[src/rtl/core/prld_pkg.sv]
`default_nettype none

package prld_pkg;

  localparam logic [7:0]  LITERAL_MARK  = 8'd253;
  localparam logic [15:0] FRAME_PIXELS_RESET = 16'd4096;

  // End status codes carried on the final result of a frame.
  localparam logic [1:0] ST_FILLED  = 2'd0;
  localparam logic [1:0] ST_BETWEEN = 2'd1;
  localparam logic [1:0] ST_MID     = 2'd2;

  typedef enum logic [3:0] {
    PH_HEADER   = 4'b0001,
    PH_LITCOUNT = 4'b0010,
    PH_COLOR_LO = 4'b0100,
    PH_COLOR_HI = 4'b1000
  } phase_e;

  typedef struct packed {
    logic [7:0] code_byte;
    logic       stream_last;
  } in_item_t;

  typedef struct packed {
    logic [15:0] pixel_color;
    logic [7:0]  repeat_count;
    logic        frame_end;
    logic [1:0]  end_status;
  } out_item_t;

  typedef struct packed {
    phase_e      parse_phase;
    logic        is_literal;
    logic [7:0]  run_length;
    logic [7:0]  literal_left;
    logic [7:0]  color_low;
    logic [15:0] pixels_done;
    logic        frame_full;
  } dec_state_t;

  localparam dec_state_t DEC_STATE_RESET = '{
    parse_phase:  PH_HEADER,
    is_literal:   1'b0,
    run_length:   8'd0,
    literal_left: 8'd0,
    color_low:    8'd0,
    pixels_done:  16'd0,
    frame_full:   1'b0
  };

endpackage

`default_nettype wire

[src/rtl/core/pixel_rle_literal_decoder.sv]
// Run-length decoder for 16-bit pixel streams with literal sections.
// Input channel (in_valid_i/in_ready_o/in_data_i) takes one compressed byte
// per transaction; stream_last marks the final byte of a stream.
// Output channel (out_valid_o/out_ready_i/out_data_o) gives one run
// descriptor per completed colour with a nonzero repeat count, or a status-only result at stream end.
// Configuration channel (cfg_valid_i/cfg_ready_o/cfg_data_i) writes the frame
// size in pixels; it is always ready and should be written only while idle.
// A byte is held in an input register and decoded combationally; any result
// it gives is written into the result register when the byte moves on.
// Throughput is one byte per cycle while the receiver does not stall, set by
// the single decode step between the input register and the result register.
// When the receiver stalls, the result register holds and at most one more byte
// is taken into the input register; after that the input channel stalls too.
// Reset empties both registers, returns the parser to the entry header and
// sets the frame size to 4096 pixels.
`default_nettype none

module pixel_rle_literal_decoder
  import prld_pkg::*;
(
  input  wire logic        clk_i,
  input  wire logic        rst_ni,
  input  wire logic        in_valid_i,
  output logic             in_ready_o,
  input  wire in_item_t    in_data_i,
  output logic             out_valid_o,
  input  wire logic        out_ready_i,
  output out_item_t        out_data_o,
  input  wire logic        cfg_valid_i,
  output logic             cfg_ready_o,
  input  wire logic [15:0] cfg_data_i
);

  logic        s1_valid_q;
  in_item_t    s1_item_q;
  logic        out_valid_q;
  out_item_t   out_item_q;
  logic [15:0] frame_pixels_q;
  dec_state_t  state_q;
  dec_state_t  state_d;
  logic        res_valid;
  out_item_t   res_item;
  logic        advance;

  assign advance     = s1_valid_q && (!out_valid_q || out_ready_i);
  assign in_ready_o  = !s1_valid_q || advance;
  assign cfg_ready_o = 1'b1;
  assign out_valid_o = out_valid_q;
  assign out_data_o  = out_item_q;

  prld_step u_step (
    .state_i       (state_q),
    .item_i        (s1_item_q),
    .frame_pixels_i(frame_pixels_q),
    .state_o       (state_d),
    .res_valid_o   (res_valid),
    .res_o         (res_item)
  );

  always_ff @(posedge clk_i or negedge rst_ni) begin
    if (!rst_ni) begin
      s1_valid_q     <= 1'b0;
      out_valid_q    <= 1'b0;
      frame_pixels_q <= FRAME_PIXELS_RESET;
      state_q        <= DEC_STATE_RESET;
    end else begin
      if (in_valid_i && in_ready_o) begin
        s1_valid_q <= 1'b1;
      end else if (advance) begin
        s1_valid_q <= 1'b0;
      end
      if (advance) begin
        state_q     <= state_d;
        out_valid_q <= res_valid;
      end else if (out_ready_i) begin
        out_valid_q <= 1'b0;
      end
      if (cfg_valid_i) begin
        frame_pixels_q <= cfg_data_i;
      end
    end
  end

  always_ff @(posedge clk_i) begin
    if (in_valid_i && in_ready_o) begin
      s1_item_q <= in_data_i;
    end
    if (advance && res_valid) begin
      out_item_q <= res_item;
    end
  end

  // A result that does not close the frame always carries pixels.
  a_mid_result_has_pixels: assert property (@(posedge clk_i) disable iff (!rst_ni)
    out_valid_o && !out_data_o.frame_end |->
      out_data_o.repeat_count != 8'd0 && out_data_o.end_status == ST_FILLED)
    else $error("non-final result without pixels or with a status");

  // A stream that ends inside an entry reports no colour.
  a_mid_entry_status_only: assert property (@(posedge clk_i) disable iff (!rst_ni)
    out_valid_o && out_data_o.end_status == ST_MID |->
      out_data_o.repeat_count == 8'd0 && out_data_o.pixel_color == 16'd0)
    else $error("mid-entry status carries a colour");

  // The input register is only overwritten when its byte moves on.
  a_no_input_overrun: assert property (@(posedge clk_i) disable iff (!rst_ni)
    in_valid_i && in_ready_o && s1_valid_q |-> advance)
    else $error("input register overwritten before decode");

  // A stalled result is not replaced.
  a_result_held: assert property (@(posedge clk_i) disable iff (!rst_ni)
    out_valid_q && !out_ready_i |=> out_valid_q && $stable(out_item_q))
    else $error("pending result lost while stalled");

endmodule

`default_nettype wire

[src/rtl/core/prld_step.sv]
`default_nettype none

module prld_step
  import prld_pkg::*;
(
  input  dec_state_t  state_i,
  input  in_item_t    item_i,
  input  logic [15:0] frame_pixels_i,
  output dec_state_t  state_o,
  output logic        res_valid_o,
  output out_item_t   res_o
);

  logic [7:0]  rep_raw;
  logic [7:0]  rep;
  logic [15:0] room;
  logic [15:0] done_sum;
  logic        filled;
  logic [7:0]  lit_next;
  phase_e      phase_next;

  always_comb begin
    state_o     = state_i;
    res_valid_o = 1'b0;
    res_o       = '{pixel_color: 16'd0, repeat_count: 8'd0,
                    frame_end: 1'b1, end_status: ST_MID};

    rep_raw    = state_i.is_literal ? 8'd1 : state_i.run_length;
    room       = (state_i.pixels_done >= frame_pixels_i) ? 16'd0
                 : frame_pixels_i - state_i.pixels_done;
    rep        = ({8'd0, rep_raw} > room) ? room[7:0] : rep_raw;
    done_sum   = state_i.pixels_done + {8'd0, rep};
    filled     = done_sum >= frame_pixels_i;
    lit_next   = state_i.literal_left - 8'd1;
    phase_next = PH_HEADER;
    if (state_i.is_literal && lit_next != 8'd0) begin
      phase_next = PH_COLOR_LO;
    end

    if (state_i.frame_full) begin
      // Bytes after a filled frame are dropped up to the end of the stream.
      if (item_i.stream_last) begin
        state_o = DEC_STATE_RESET;
      end
    end else begin
      case (state_i.parse_phase)
        PH_COLOR_LO: begin
          state_o.color_low   = item_i.code_byte;
          state_o.parse_phase = PH_COLOR_HI;
          if (item_i.stream_last) begin
            res_valid_o = 1'b1;
            state_o     = DEC_STATE_RESET;
          end
        end
        PH_COLOR_HI: begin
          state_o.pixels_done = done_sum;
          state_o.parse_phase = phase_next;
          if (state_i.is_literal) begin
            state_o.literal_left = lit_next;
          end
          res_o.pixel_color  = {item_i.code_byte, state_i.color_low};
          res_o.repeat_count = rep;
          if (filled) begin
            res_valid_o      = 1'b1;
            res_o.end_status = ST_FILLED;
            if (item_i.stream_last) begin
              state_o = DEC_STATE_RESET;
            end else begin
              state_o.frame_full = 1'b1;
            end
          end else if (item_i.stream_last) begin
            res_valid_o = 1'b1;
            if (phase_next == PH_HEADER) begin
              res_o.end_status = ST_BETWEEN;
            end else begin
              res_o.pixel_color  = 16'd0;
              res_o.repeat_count = 8'd0;
              res_o.end_status   = ST_MID;
            end
            state_o = DEC_STATE_RESET;
          end else if (rep != 8'd0) begin
            res_valid_o      = 1'b1;
            res_o.frame_end  = 1'b0;
            res_o.end_status = ST_FILLED;
          end
        end
        PH_LITCOUNT: begin
          state_o.literal_left = item_i.code_byte;
          state_o.parse_phase  = (item_i.code_byte != 8'd0) ? PH_COLOR_LO : PH_HEADER;
          if (item_i.stream_last) begin
            res_valid_o      = 1'b1;
            res_o.end_status = (item_i.code_byte != 8'd0) ? ST_MID : ST_BETWEEN;
            state_o          = DEC_STATE_RESET;
          end
        end
        default: begin
          // Entry header; unused phase codes are read the same way.
          if (item_i.code_byte == LITERAL_MARK) begin
            state_o.is_literal  = 1'b1;
            state_o.parse_phase = PH_LITCOUNT;
          end else begin
            state_o.is_literal  = 1'b0;
            state_o.run_length  = item_i.code_byte;
            state_o.parse_phase = PH_COLOR_LO;
          end
          if (item_i.stream_last) begin
            res_valid_o = 1'b1;
            state_o     = DEC_STATE_RESET;
          end
        end
      endcase
    end
  end

endmodule

`default_nettype wire
[config.mk]
export PLATFORM = sky130hd
export DESIGN_NAME = pixel_rle_literal_decoder
export DESIGN_NICKNAME = d
export VERILOG_FILES = /design/src/rtl/core/prld_pkg.sv /design/src/rtl/core/pixel_rle_literal_decoder.sv /design/src/rtl/core/prld_step.sv
export SDC_FILE = /design/constraint.sdc
export NUM_CORES = 1
export LEC_CHECK = 0
export BUFFER_PORTS_ARGS = -buffer_cell sky130_fd_sc_hd__clkbuf_2
export CORE_MARGIN = 1
export CORE_UTILIZATION = 52
export DETAILED_ROUTE_END_ITERATION = 8
export PLACE_DENSITY = 0.72
export SLEW_MARGIN = 20
export SYNTH_ARGS = -nofsm -noshare
export SYNTH_HDL_FRONTEND = slang
export SYNTH_SLANG_ARGS = --single-unit
[constraint.sdc]
create_clock -name clk_i -period 10.1 [get_ports clk_i]
set_input_delay 3.03 -clock clk_i [delete_from_list [all_inputs] [get_ports clk_i]]
set_output_delay 3.03 -clock clk_i [all_outputs]
set_load 0.1 [all_outputs]
==> summary.txt, run 1 <==
Yosys
  • Prevailing post-synth register cell: dfrtp_1
  • Syn Area/Cell: 9.27 um^2
  • Yosys warns: 0
  • #FFs+latches synth: 100
  • Ys async rst share: 64.0%
  • Synth Area in Compound Gates: 19.6%
  • Post-Synth Simple-Gate Area: 19.7%
  • Multiplexer share of the synthesized area: 0.153%
  • Adder-Cell Fraction of Synth Area: 10.3%
  • Xor-xnor portion of the synthesized cell area: 3.74%
  • EDFF count, synth: 36
  • Largest family of logic cells by synthesized area: simple AND/OR/NAND/NOR gates
  • Seq/Total Area, Yosys: 41.0%
  • Syn Nets: 790
  • Netlist cell types: 76
  • Mapped Area: 6550 um^2
  • Syn Inst Count: 707

Routing
  • Routed via count: 5,373
  • Vias per inst: 5.77
  • WL final: 15,400 um
  • Final ANT Viol Nets: 0
  • DR pass1 iterations: 5
  • Drt initial violations: 285
  • DRC Markers: 0
  • Drt wl/cell: 16.6 um

Clocking
  • Skew-Pair Late Insertion Delay: 0.36 ns
  • Clock sink count: 100
  • CTS tree: built
  • H-tree depth: 3
  • # hold bufs at CTS: 0
  • Reg clk slew, reported paths: 0.07 ns
  • Clk buf depth: 2
  • Postcts setup bufs: 0
  • Root Buffer: clkbuf_16
  • Total CTS buffers: 9
  • Post-cts resize count: 0

Finish
  • Diode count: 0
  • Final Non-Filler Cells: 932
  • Nets@finish: 842
  • Area grow syn2layout: 10.7%
  • Most frequent cells in the layout: 96 x nand2_1, 62 x dfrtp_1, 61 x o21ai_0
  • Most common cell after layout, fill and taps aside: nand2_1
  • Layout cells sized above 1: 13.9%

Outcome
  • Status: finished clean

Power and ir drop
  • Clk network pwr share: 27.3%
  • Peak VDD IR: 94.9 uV
  • Combinational share of power: 36.0%
  • Sequential share of power: 36.7%
  • Net Sw Power: 518 uW
  • Pwr dens: 183 nW/um^2
  • Sw Ratio: 39.0%
  • Pleak: 0.00325 uW
  • Int Pwr: 810 uW

Critical path
  • Crit start category: flop
  • Critical path buffer and inverter count: 5
  • WP depth: 40
  • Crit-path leading delay family: compound AO/OA/AOI/OAI gates
  • Slowest stage cell on the critical path: or4_1
  • Critical Path End Type: flop
  • Critical Path Max Stage Delay: 0.44 ns
  • Crit-path max FO: 27
  • CP Class: reg2reg
  • Critical Path RT: 10.13 ns
  • R2R cell count: 40
  • Crit path DAT: 8.84 ns
  • Most common cell on crit path: a21oi_1

Die
  • Die Wd: 114 um
  • Initial Utilization: 53.9%
  • Core Area: 12,200 um^2
  • Die area: 13,100 um^2
  • Row count: 40
  • Die Ht: 114 um
  • IO Pins: 60

Flow run
  • Max-cap violation count: 0

Global routing
  • Vias in the first global route: 5,218
  • Total GRT Usage: 25.2%
  • First-pass GRT wire length: 25,500 um
  • Antenna violations before repair: 0
  • Total gr overflow: 0
  • Largest net degree at the start of global routing: 65

Placed design
  • Cells after DPL: 916
  • DP HPWL: 11,400 um
  • Routability cong.: 0.900
  • IO Port Bufs: 58

STA
  • Final setup skew: 0.00984 ns
  • Period utilization: 87.2%
  • Final Hold Vio Count: 0
  • Final Critical Period: 8.81 ns
  • RSZ-0062 raised after global routing: false
  • Slew Viols, Final: 0
  • Setup violations, final: 0
  • Fmax: 114 MHz
  • Total negative slack: 0 ns
  • Relative slew slack: 27.6%
  • Actual slew at the worst max-slew pin: 1.08 ns

Min path
  • Hold path cells: 2
  • Worst hold-check path type: reg2reg
layer usage:
layer / share of wire [%] / GRT usage (%) / vias up
li1: - / - / 2618
met1: 46 / 33.1 / 2581
met2: 48 / 41.7 / 145
met3: 4.0 / 4.87 / 29
met4: 2.0 / 8.48 / 0
met5: 0 / 0 / -
sequential cells by signal, summed over array words and instances (netlist names):
name	flops
frame_pixels_q	16
out_data_o	27
out_valid_o	1
s1_item_q	9
s1_valid_q	1
state_q	46
final cells by class:
cell class                 count  area, um^2
clock inverter                 7        82.6
multi-input combinational    532        3520
timing repair buffer          63         328
inverter                      53         199
fill                        1076        4910
sequential                   100        2690
clock buffer                   9         225
tap                          168         210
per-stage QoR:
stage | hold slack (ns) | power, uW | instance area, um^2 | util, % | setup slack [ns]
detailed placement | 0.463 | 970 | 6940 | 57.1 | 1.18
CTS | 0.479 | 1330 | 7250 | 59.6 | 1.06
global route | 0.509 | 1400 | 7250 | 59.6 | 0.633
finish | 0.474 | 1330 | 7250 | 59.6 | 1.29
floorplan | 0.442 | 868 | 6550 | - | 2.29
global placement | 0.455 | 957 | 6940 | 57.1 | 1.46
synthesized netlist by cell type (all sizes together) (10+ instances only):
cell type  instances  area [um^2]
nand2             97          367
o21ai             64          320
dfrtp             62         1550
inv               53          199
ha                51          638
nor2              41          154
and2              36          228
edfxtp            36         1080
a21oi             33          169
a21o              23          175
clkbuf            19          101
nor3              16         80.1
xnor2             16          140
nor2b             12         75.1
xor2              12          105
a211oi            10         92.6
a22o              10         87.6
worst register-to-register path, delay by kind of cell (launching register included):
kind            cells  cell delay, ns
fa+ha+maj           5            1.40
simple gates        9            2.15
compound gates     20            3.86
flops               1            0.38
buf+inv             5            0.50
xor+xnor            1            0.17
cells by family after synthesis:
family,count (synthesis)
and+or+nand+nor,256
AOI/OAI and AO/OA,193
DFF,100
buffers and inverters,75
adders and majority gates,53
xor gates and xnor gates,28
other,1
muxes,1
power groups by stage:
stage / clock, uW / combinational, uW / sequential, uW
after global placement: 0 / 464 / 493
after CTS: 369 / 477 / 487
final: 363 / 478 / 487
after detailed placement: 0 / 475 / 495
after global routing: 380 / 527 / 491
after floorplan: 0 / 294 / 574
path summary, 6_finish.rpt:
| kind | slack (ns) | start | end |
|---|---|---|---|
| min in group asynchronous | 2.84 | rst_ni | frame_pixels_q[2] |
| worst min-delay path | 0.47 | state_q[18] | state_q[18] |
| max in group asynchronous | 6.67 | rst_ni | frame_pixels_q[7] |
| worst min register to register | 0.47 | state_q[18] | state_q[18] |
| worst max register to register | 1.29 | frame_pixels_q[0] | out_data_o[9] |
| worst max-delay path | 1.29 | frame_pixels_q[0] | out_data_o[9] |
Power figures use the tool's default switching activity.
==> run 2, diff against run 1 <==
--- a/config.mk
+++ b/config.mk
@@ -6,7 +6,7 @@
 export NUM_CORES = 1
 export LEC_CHECK = 0
 export BUFFER_PORTS_ARGS = -buffer_cell sky130_fd_sc_hd__clkbuf_2
-export CORE_MARGIN = 1
+export CORE_MARGIN = 5
 export CORE_UTILIZATION = 52
 export DETAILED_ROUTE_END_ITERATION = 8
 export PLACE_DENSITY = 0.72
==> run 2 against run 1 <==
  * Combinational power down 0.8%
  * Fmax down 3.4%
  * Clock skew decreased by 0.0019 ns
  * Die area up 14%
  * Core utilization down 1.4 points
  * Register-to-register slack got worse by 0.31 ns
  * Non-clock buffer count is 2 lower
  * Clock power up 2%
  * Largest cell class unchanged
  * Final area grew 0.14%
  * Hold slack improved by 0.0071 ns
==> summary.txt, run 2 (synthesis results as in run 1) <==
Critical path
  • Critical Path RT: 10.13 ns
  • Slowest stage cell on the critical path: a31oi_1
  • Critical Path Max Stage Delay: 0.82 ns
  • Critical Path End Type: flop
  • Crit-path max FO: 27
  • CP Class: reg2reg
  • Crit path DAT: 9.15 ns
  • Most common cell on crit path: a21o_1
  • Reg-to-reg startpoint: state_q[10]
  • Beginning of the critical path: state_q[10]
  • Crit start category: flop

STA
  • Final Critical Period: 9.12 ns
  • Final setup skew: 0.00792 ns
  • Fmax: 110 MHz
  • Total negative slack: 0 ns
  • Period utilization: 90.3%
  • Actual slew at the worst max-slew pin: 1.05 ns
  • Relative slew slack: 29.6%
  • Slew Viols, Final: 0
  • Post-route setup slack: 0.979 ns
  • RSZ-0062 raised after global routing: false
  • Hold slack: 0.481 ns
  • Setup violations, final: 0
  • Final Hold Vio Count: 0

Die
  • Row count: 41
  • Die Wd: 122 um
  • IO Pins: 60
  • Core Area: 12,500 um^2
  • Initial Utilization: 52.6%
  • Die area: 14,900 um^2
  • Die Ht: 122 um

Clocking
  • H-tree depth: 3
  • # hold bufs at CTS: 0
  • Clock sink count: 100
  • Post-cts resize count: 0
  • Skew-Pair Late Insertion Delay: 0.36 ns
  • CTS tree: built
  • Total CTS buffers: 9
  • Root Buffer: clkbuf_16
  • Postcts setup bufs: 0
  • Reg clk slew, reported paths: 0.07 ns
  • Clk buf depth: 2

Placed design
  • DP HPWL: 11,300 um
  • IO Port Bufs: 58
  • Routability cong.: 0.957
  • Post-Place Worst Slack: 0.868 ns

Power and ir drop
  • Peak VDD IR: 141 uV
  • Total power: 1330 uW
  • Pwr dens: 183 nW/um^2
  • Pleak: 0.00325 uW

Finish
  • Most frequent cells in the layout: 96 x nand2_1, 62 x dfrtp_1, 61 x o21ai_0
  • Nets@finish: 840
  • Max reg flops: 46
  • Most common cell after layout, fill and taps aside: nand2_1
  • Most flops, register: state_q
  • Area grow syn2layout: 10.8%
  • Layout cells sized above 1: 13.8%
  • Diode count: 0

Global routing
  • Total GRT Usage: 21.7%
  • Antenna violations before repair: 0
  • First-pass GRT wire length: 25,900 um
  • Total gr overflow: 0
  • Largest net degree at the start of global routing: 65
  • Vias in the first global route: 5,417

Routing
  • DRC Markers: 0
  • Drt initial violations: 383
  • DR pass1 iterations: 5
  • Vias per inst: 5.76
  • Final ANT Viol Nets: 0
  • Routed via count: 5,379
  • Drt wl/cell: 16.3 um
  • WL final: 15,200 um

Min path
  • Worst hold-check path type: reg2reg
  • Min-delay src: state_q[38]

Outcome
  • Status: finished clean

Flow run
  • Max-cap violation count: 0
==> run 2: changes by cell type in the layout (fill, tap and decap cells not counted), sizes merged <==
cell      before  now
buf            5    3
clkinv         2    3
clkinvlp       1    0
==> run 2: power by group <==
part	total [uW]	internal (uW)	switching, uW
logic	474	150	324
registers	487	462	25.6
clock network	369	199	170
total	1330	811	519
==> run 2: through the flow <==
step / cells / area (um^2) / util (%)
floorplan: 707 / 6550 / -
detailed placement: 918 / 6940 / 55.7
global route: 934 / 7260 / 58.3
CTS: 934 / 7260 / 58.2
finish: 934 / 7260 / 58.3
global placement: 918 / 6930 / 55.6
==> run 2: layout make-up <==
cell class | instances | area, um^2
fillers | 1073 | 5200
multi-input cells | 532 | 3530
flip-flops and latches | 100 | 2690
repair buffers | 61 | 313
clock buffers | 9 | 225
well taps | 172 | 215
inverters | 53 | 199
clock inverters | 7 | 92.6
==> run 2: worst max-delay path, delay by kind of cell (launching register included) <==
family,cells,cell delay (ns)
buf+inv,4,0.52
xor+xnor,1,0.11
fa+ha+maj,5,1.52
flops,1,0.41
compound gates,19,4.01
simple gates,10,2.21
==> run 2: metal layers <==
layer / up-vias / GRT usage (%) / wire, um
li1: 2614 / - / -
met5: - / 0 / 0
met4: 0 / 9.38 / 494
met3: 45 / 4.19 / 799
met2: 189 / 35.0 / 7140
met1: 2531 / 28.5 / 6750
==> run 2: worst paths after layout <==
kind / endpoint / slack (ns) / cells past startpoint
min in group asynchronous: frame_pixels_q[7] / 2.87 / 2
worst max-delay path: out_data_o[5] / 0.98 / 39
worst min register to register: state_q[38] / 0.48 / 2
worst max register to register: out_data_o[5] / 0.98 / 39
worst min-delay path: state_q[38] / 0.48 / 2
max in group asynchronous: state_q[17] / 6.68 / 2
==> run 3, diff against run 2 <==
--- a/config.mk
+++ b/config.mk
@@ -6,6 +6,7 @@
 export NUM_CORES = 1
 export LEC_CHECK = 0
 export BUFFER_PORTS_ARGS = -buffer_cell sky130_fd_sc_hd__clkbuf_2
+export CORE_ASPECT_RATIO = 1.25
 export CORE_MARGIN = 5
 export CORE_UTILIZATION = 52
 export DETAILED_ROUTE_END_ITERATION = 8
==> run 3 against run 2 <==
  * Global-route usage shrank 0.16 points
  * Fmax grew 3.5%
  * Total power grew 2.0%
  * Combinational power grew 2%
  * Core utilization grew 0.98 points
  * Final area grew 0.12%
  * Clock skew grew 0.00052 ns
  * Critical path depth grew 1
  * Die area is essentially flat
  * First-iteration DRC count shrank 22%
  * Via count grew 0.33%
  * Register-to-register slack gained 0.31 ns
==> summary.txt, run 3 (synthesis results as in run 1) <==
Outcome
  • Status: finished clean

Die
  • IO Pins: 60
  • Die Ht: 136 um
  • Row count: 45
  • Core Area: 12,300 um^2
  • Die area: 15,000 um^2
  • Initial Utilization: 53.4%
  • Die Wd: 110 um

Global routing
  • Largest net degree at the start of global routing: 65
  • Total GRT Usage: 21.5%
  • Antenna violations before repair: 0
  • First-pass GRT wire length: 26,200 um
  • Vias in the first global route: 5,447
  • Total gr overflow: 0

STA
  • RSZ-0062 raised after global routing: false
  • Total negative slack: 0 ns
  • Fmax: 114 MHz
  • Final Hold Vio Count: 0
  • Actual slew at the worst max-slew pin: 1.00 ns
  • Final Critical Period: 8.81 ns
  • Setup violations, final: 0
  • Final setup skew: 0.00844 ns
  • Slew Viols, Final: 0
  • Period utilization: 87.2%
  • Relative slew slack: 32.9%

Power and ir drop
  • Pleak: 0.00326 uW
  • Peak VDD IR: 148 uV
  • Pwr dens: 187 nW/um^2

Critical path
  • Crit-path max FO: 27
  • Crit-path leading delay family: compound AO/OA/AOI/OAI gates
  • Crit start category: flop
  • R2R cell count: 40
  • WP depth: 40
  • Crit path DAT: 8.83 ns
  • Worst reg2reg path endpoint: out_data_o[11]
  • CP endpoint: out_data_o[11]
  • Critical Path RT: 10.12 ns
  • Slowest stage cell on the critical path: or4_1
  • Most common cell on crit path: a21oi_1
  • Worst R2R Setup Slack: 1.29 ns
  • Critical Path End Type: flop
  • Critical Path Max Stage Delay: 0.43 ns
  • Critical path buffer and inverter count: 5
  • Reg-to-reg startpoint: frame_pixels_q[0]
  • CP Class: reg2reg
  • Beginning of the critical path: frame_pixels_q[0]

Placed design
  • Placed inst area: 6940 um^2
  • DP HPWL: 12,100 um
  • Routability cong.: 0.918
  • IO Port Bufs: 58

Clocking
  • Root Buffer: clkbuf_16
  • Postcts setup bufs: 0
  • Clock sink count: 100
  • # hold bufs at CTS: 0
  • Post-cts resize count: 0
  • Reg clk slew, reported paths: 0.07 ns
  • Total CTS buffers: 9
  • H-tree depth: 3
  • Skew-Pair Late Insertion Delay: 0.35 ns
  • CTS tree: built
  • Clk buf depth: 2

Routing
  • Drt wl/cell: 17.2 um
  • Vias per inst: 5.82
  • Routed via count: 5,397
  • Final ANT Viol Nets: 0
  • Drt initial violations: 297
  • DR pass1 iterations: 5
  • DRC Markers: 0
  • WL final: 15,900 um

Finish
  • Nets@finish: 841
  • Most frequent cells in the layout: 96 x nand2_1, 62 x dfrtp_1, 61 x o21ai_0
  • Layout cells sized above 1: 13.9%
  • Diode count: 0
  • Max reg flops: 46
  • Most common cell after layout, fill and taps aside: nand2_1
  • Post-route design area: 7270 um^2
  • Area grow syn2layout: 11.0%
  • Most flops, register: state_q

Min path
  • Worst hold-check path type: reg2reg
  • Hold path cells: 2
  • Min-delay src: state_q[38]

Flow run
  • Max-cap violation count: 0
## run 3: worst min-delay path, delay by kind of cell (launching register included)
kind / cells / cell delay (ns)
DFF: 1 / 0.34
and+or+nand+nor: 1 / 0.05
AOI/OAI and AO/OA: 1 / 0.06
## run 3: per-layer routing
layer	global-route usage (%)	routed length, um	up-vias
met3	3.57	755	41
met1	26.1	6670	2568
li1	-	-	2616
met4	9.38	491	0
met5	0	0	-
met2	37.8	8010	172
## run 3: cell type report
type,count,area (um^2)
Fill cell,1117,5000
Sequential cell,100,2690
Clock inverter,6,93.8
Timing Repair Buffer,62,320
Inverter,53,199
Tap cell,164,205
Clock buffer,10,239
Multi-Input combinational cell,532,3530
## run 3: worst min-delay path by stage
stage / end
floorplan: state_q[17]
global placement: state_q[36]
detailed placement: state_q[38]
global route: state_q[36]
finish: state_q[38]
CTS: state_q[38]
## run 3: power by group
group	internal, uW	leakage [uW]	total, uW	switching, uW
Sequential	462	0.00119	487	25.2
Combinational	152	0.00191	484	332
Clock	226	0.000160	385	159
## run 3: through the flow
step	power [uW]	hold WS [ns]	util [%]	std cells	setup slack, ns
2_1_floorplan	868	0.442	-	707	2.29
3_3_place_gp	962	0.453	56.5	911	1.39
3_5_place_dp	976	0.465	56.5	911	1.11
4_1_cts	1360	0.481	59.2	927	1.06
5_1_grt	1430	0.514	59.2	927	0.698
6_report	1360	0.479	59.2	927	1.29
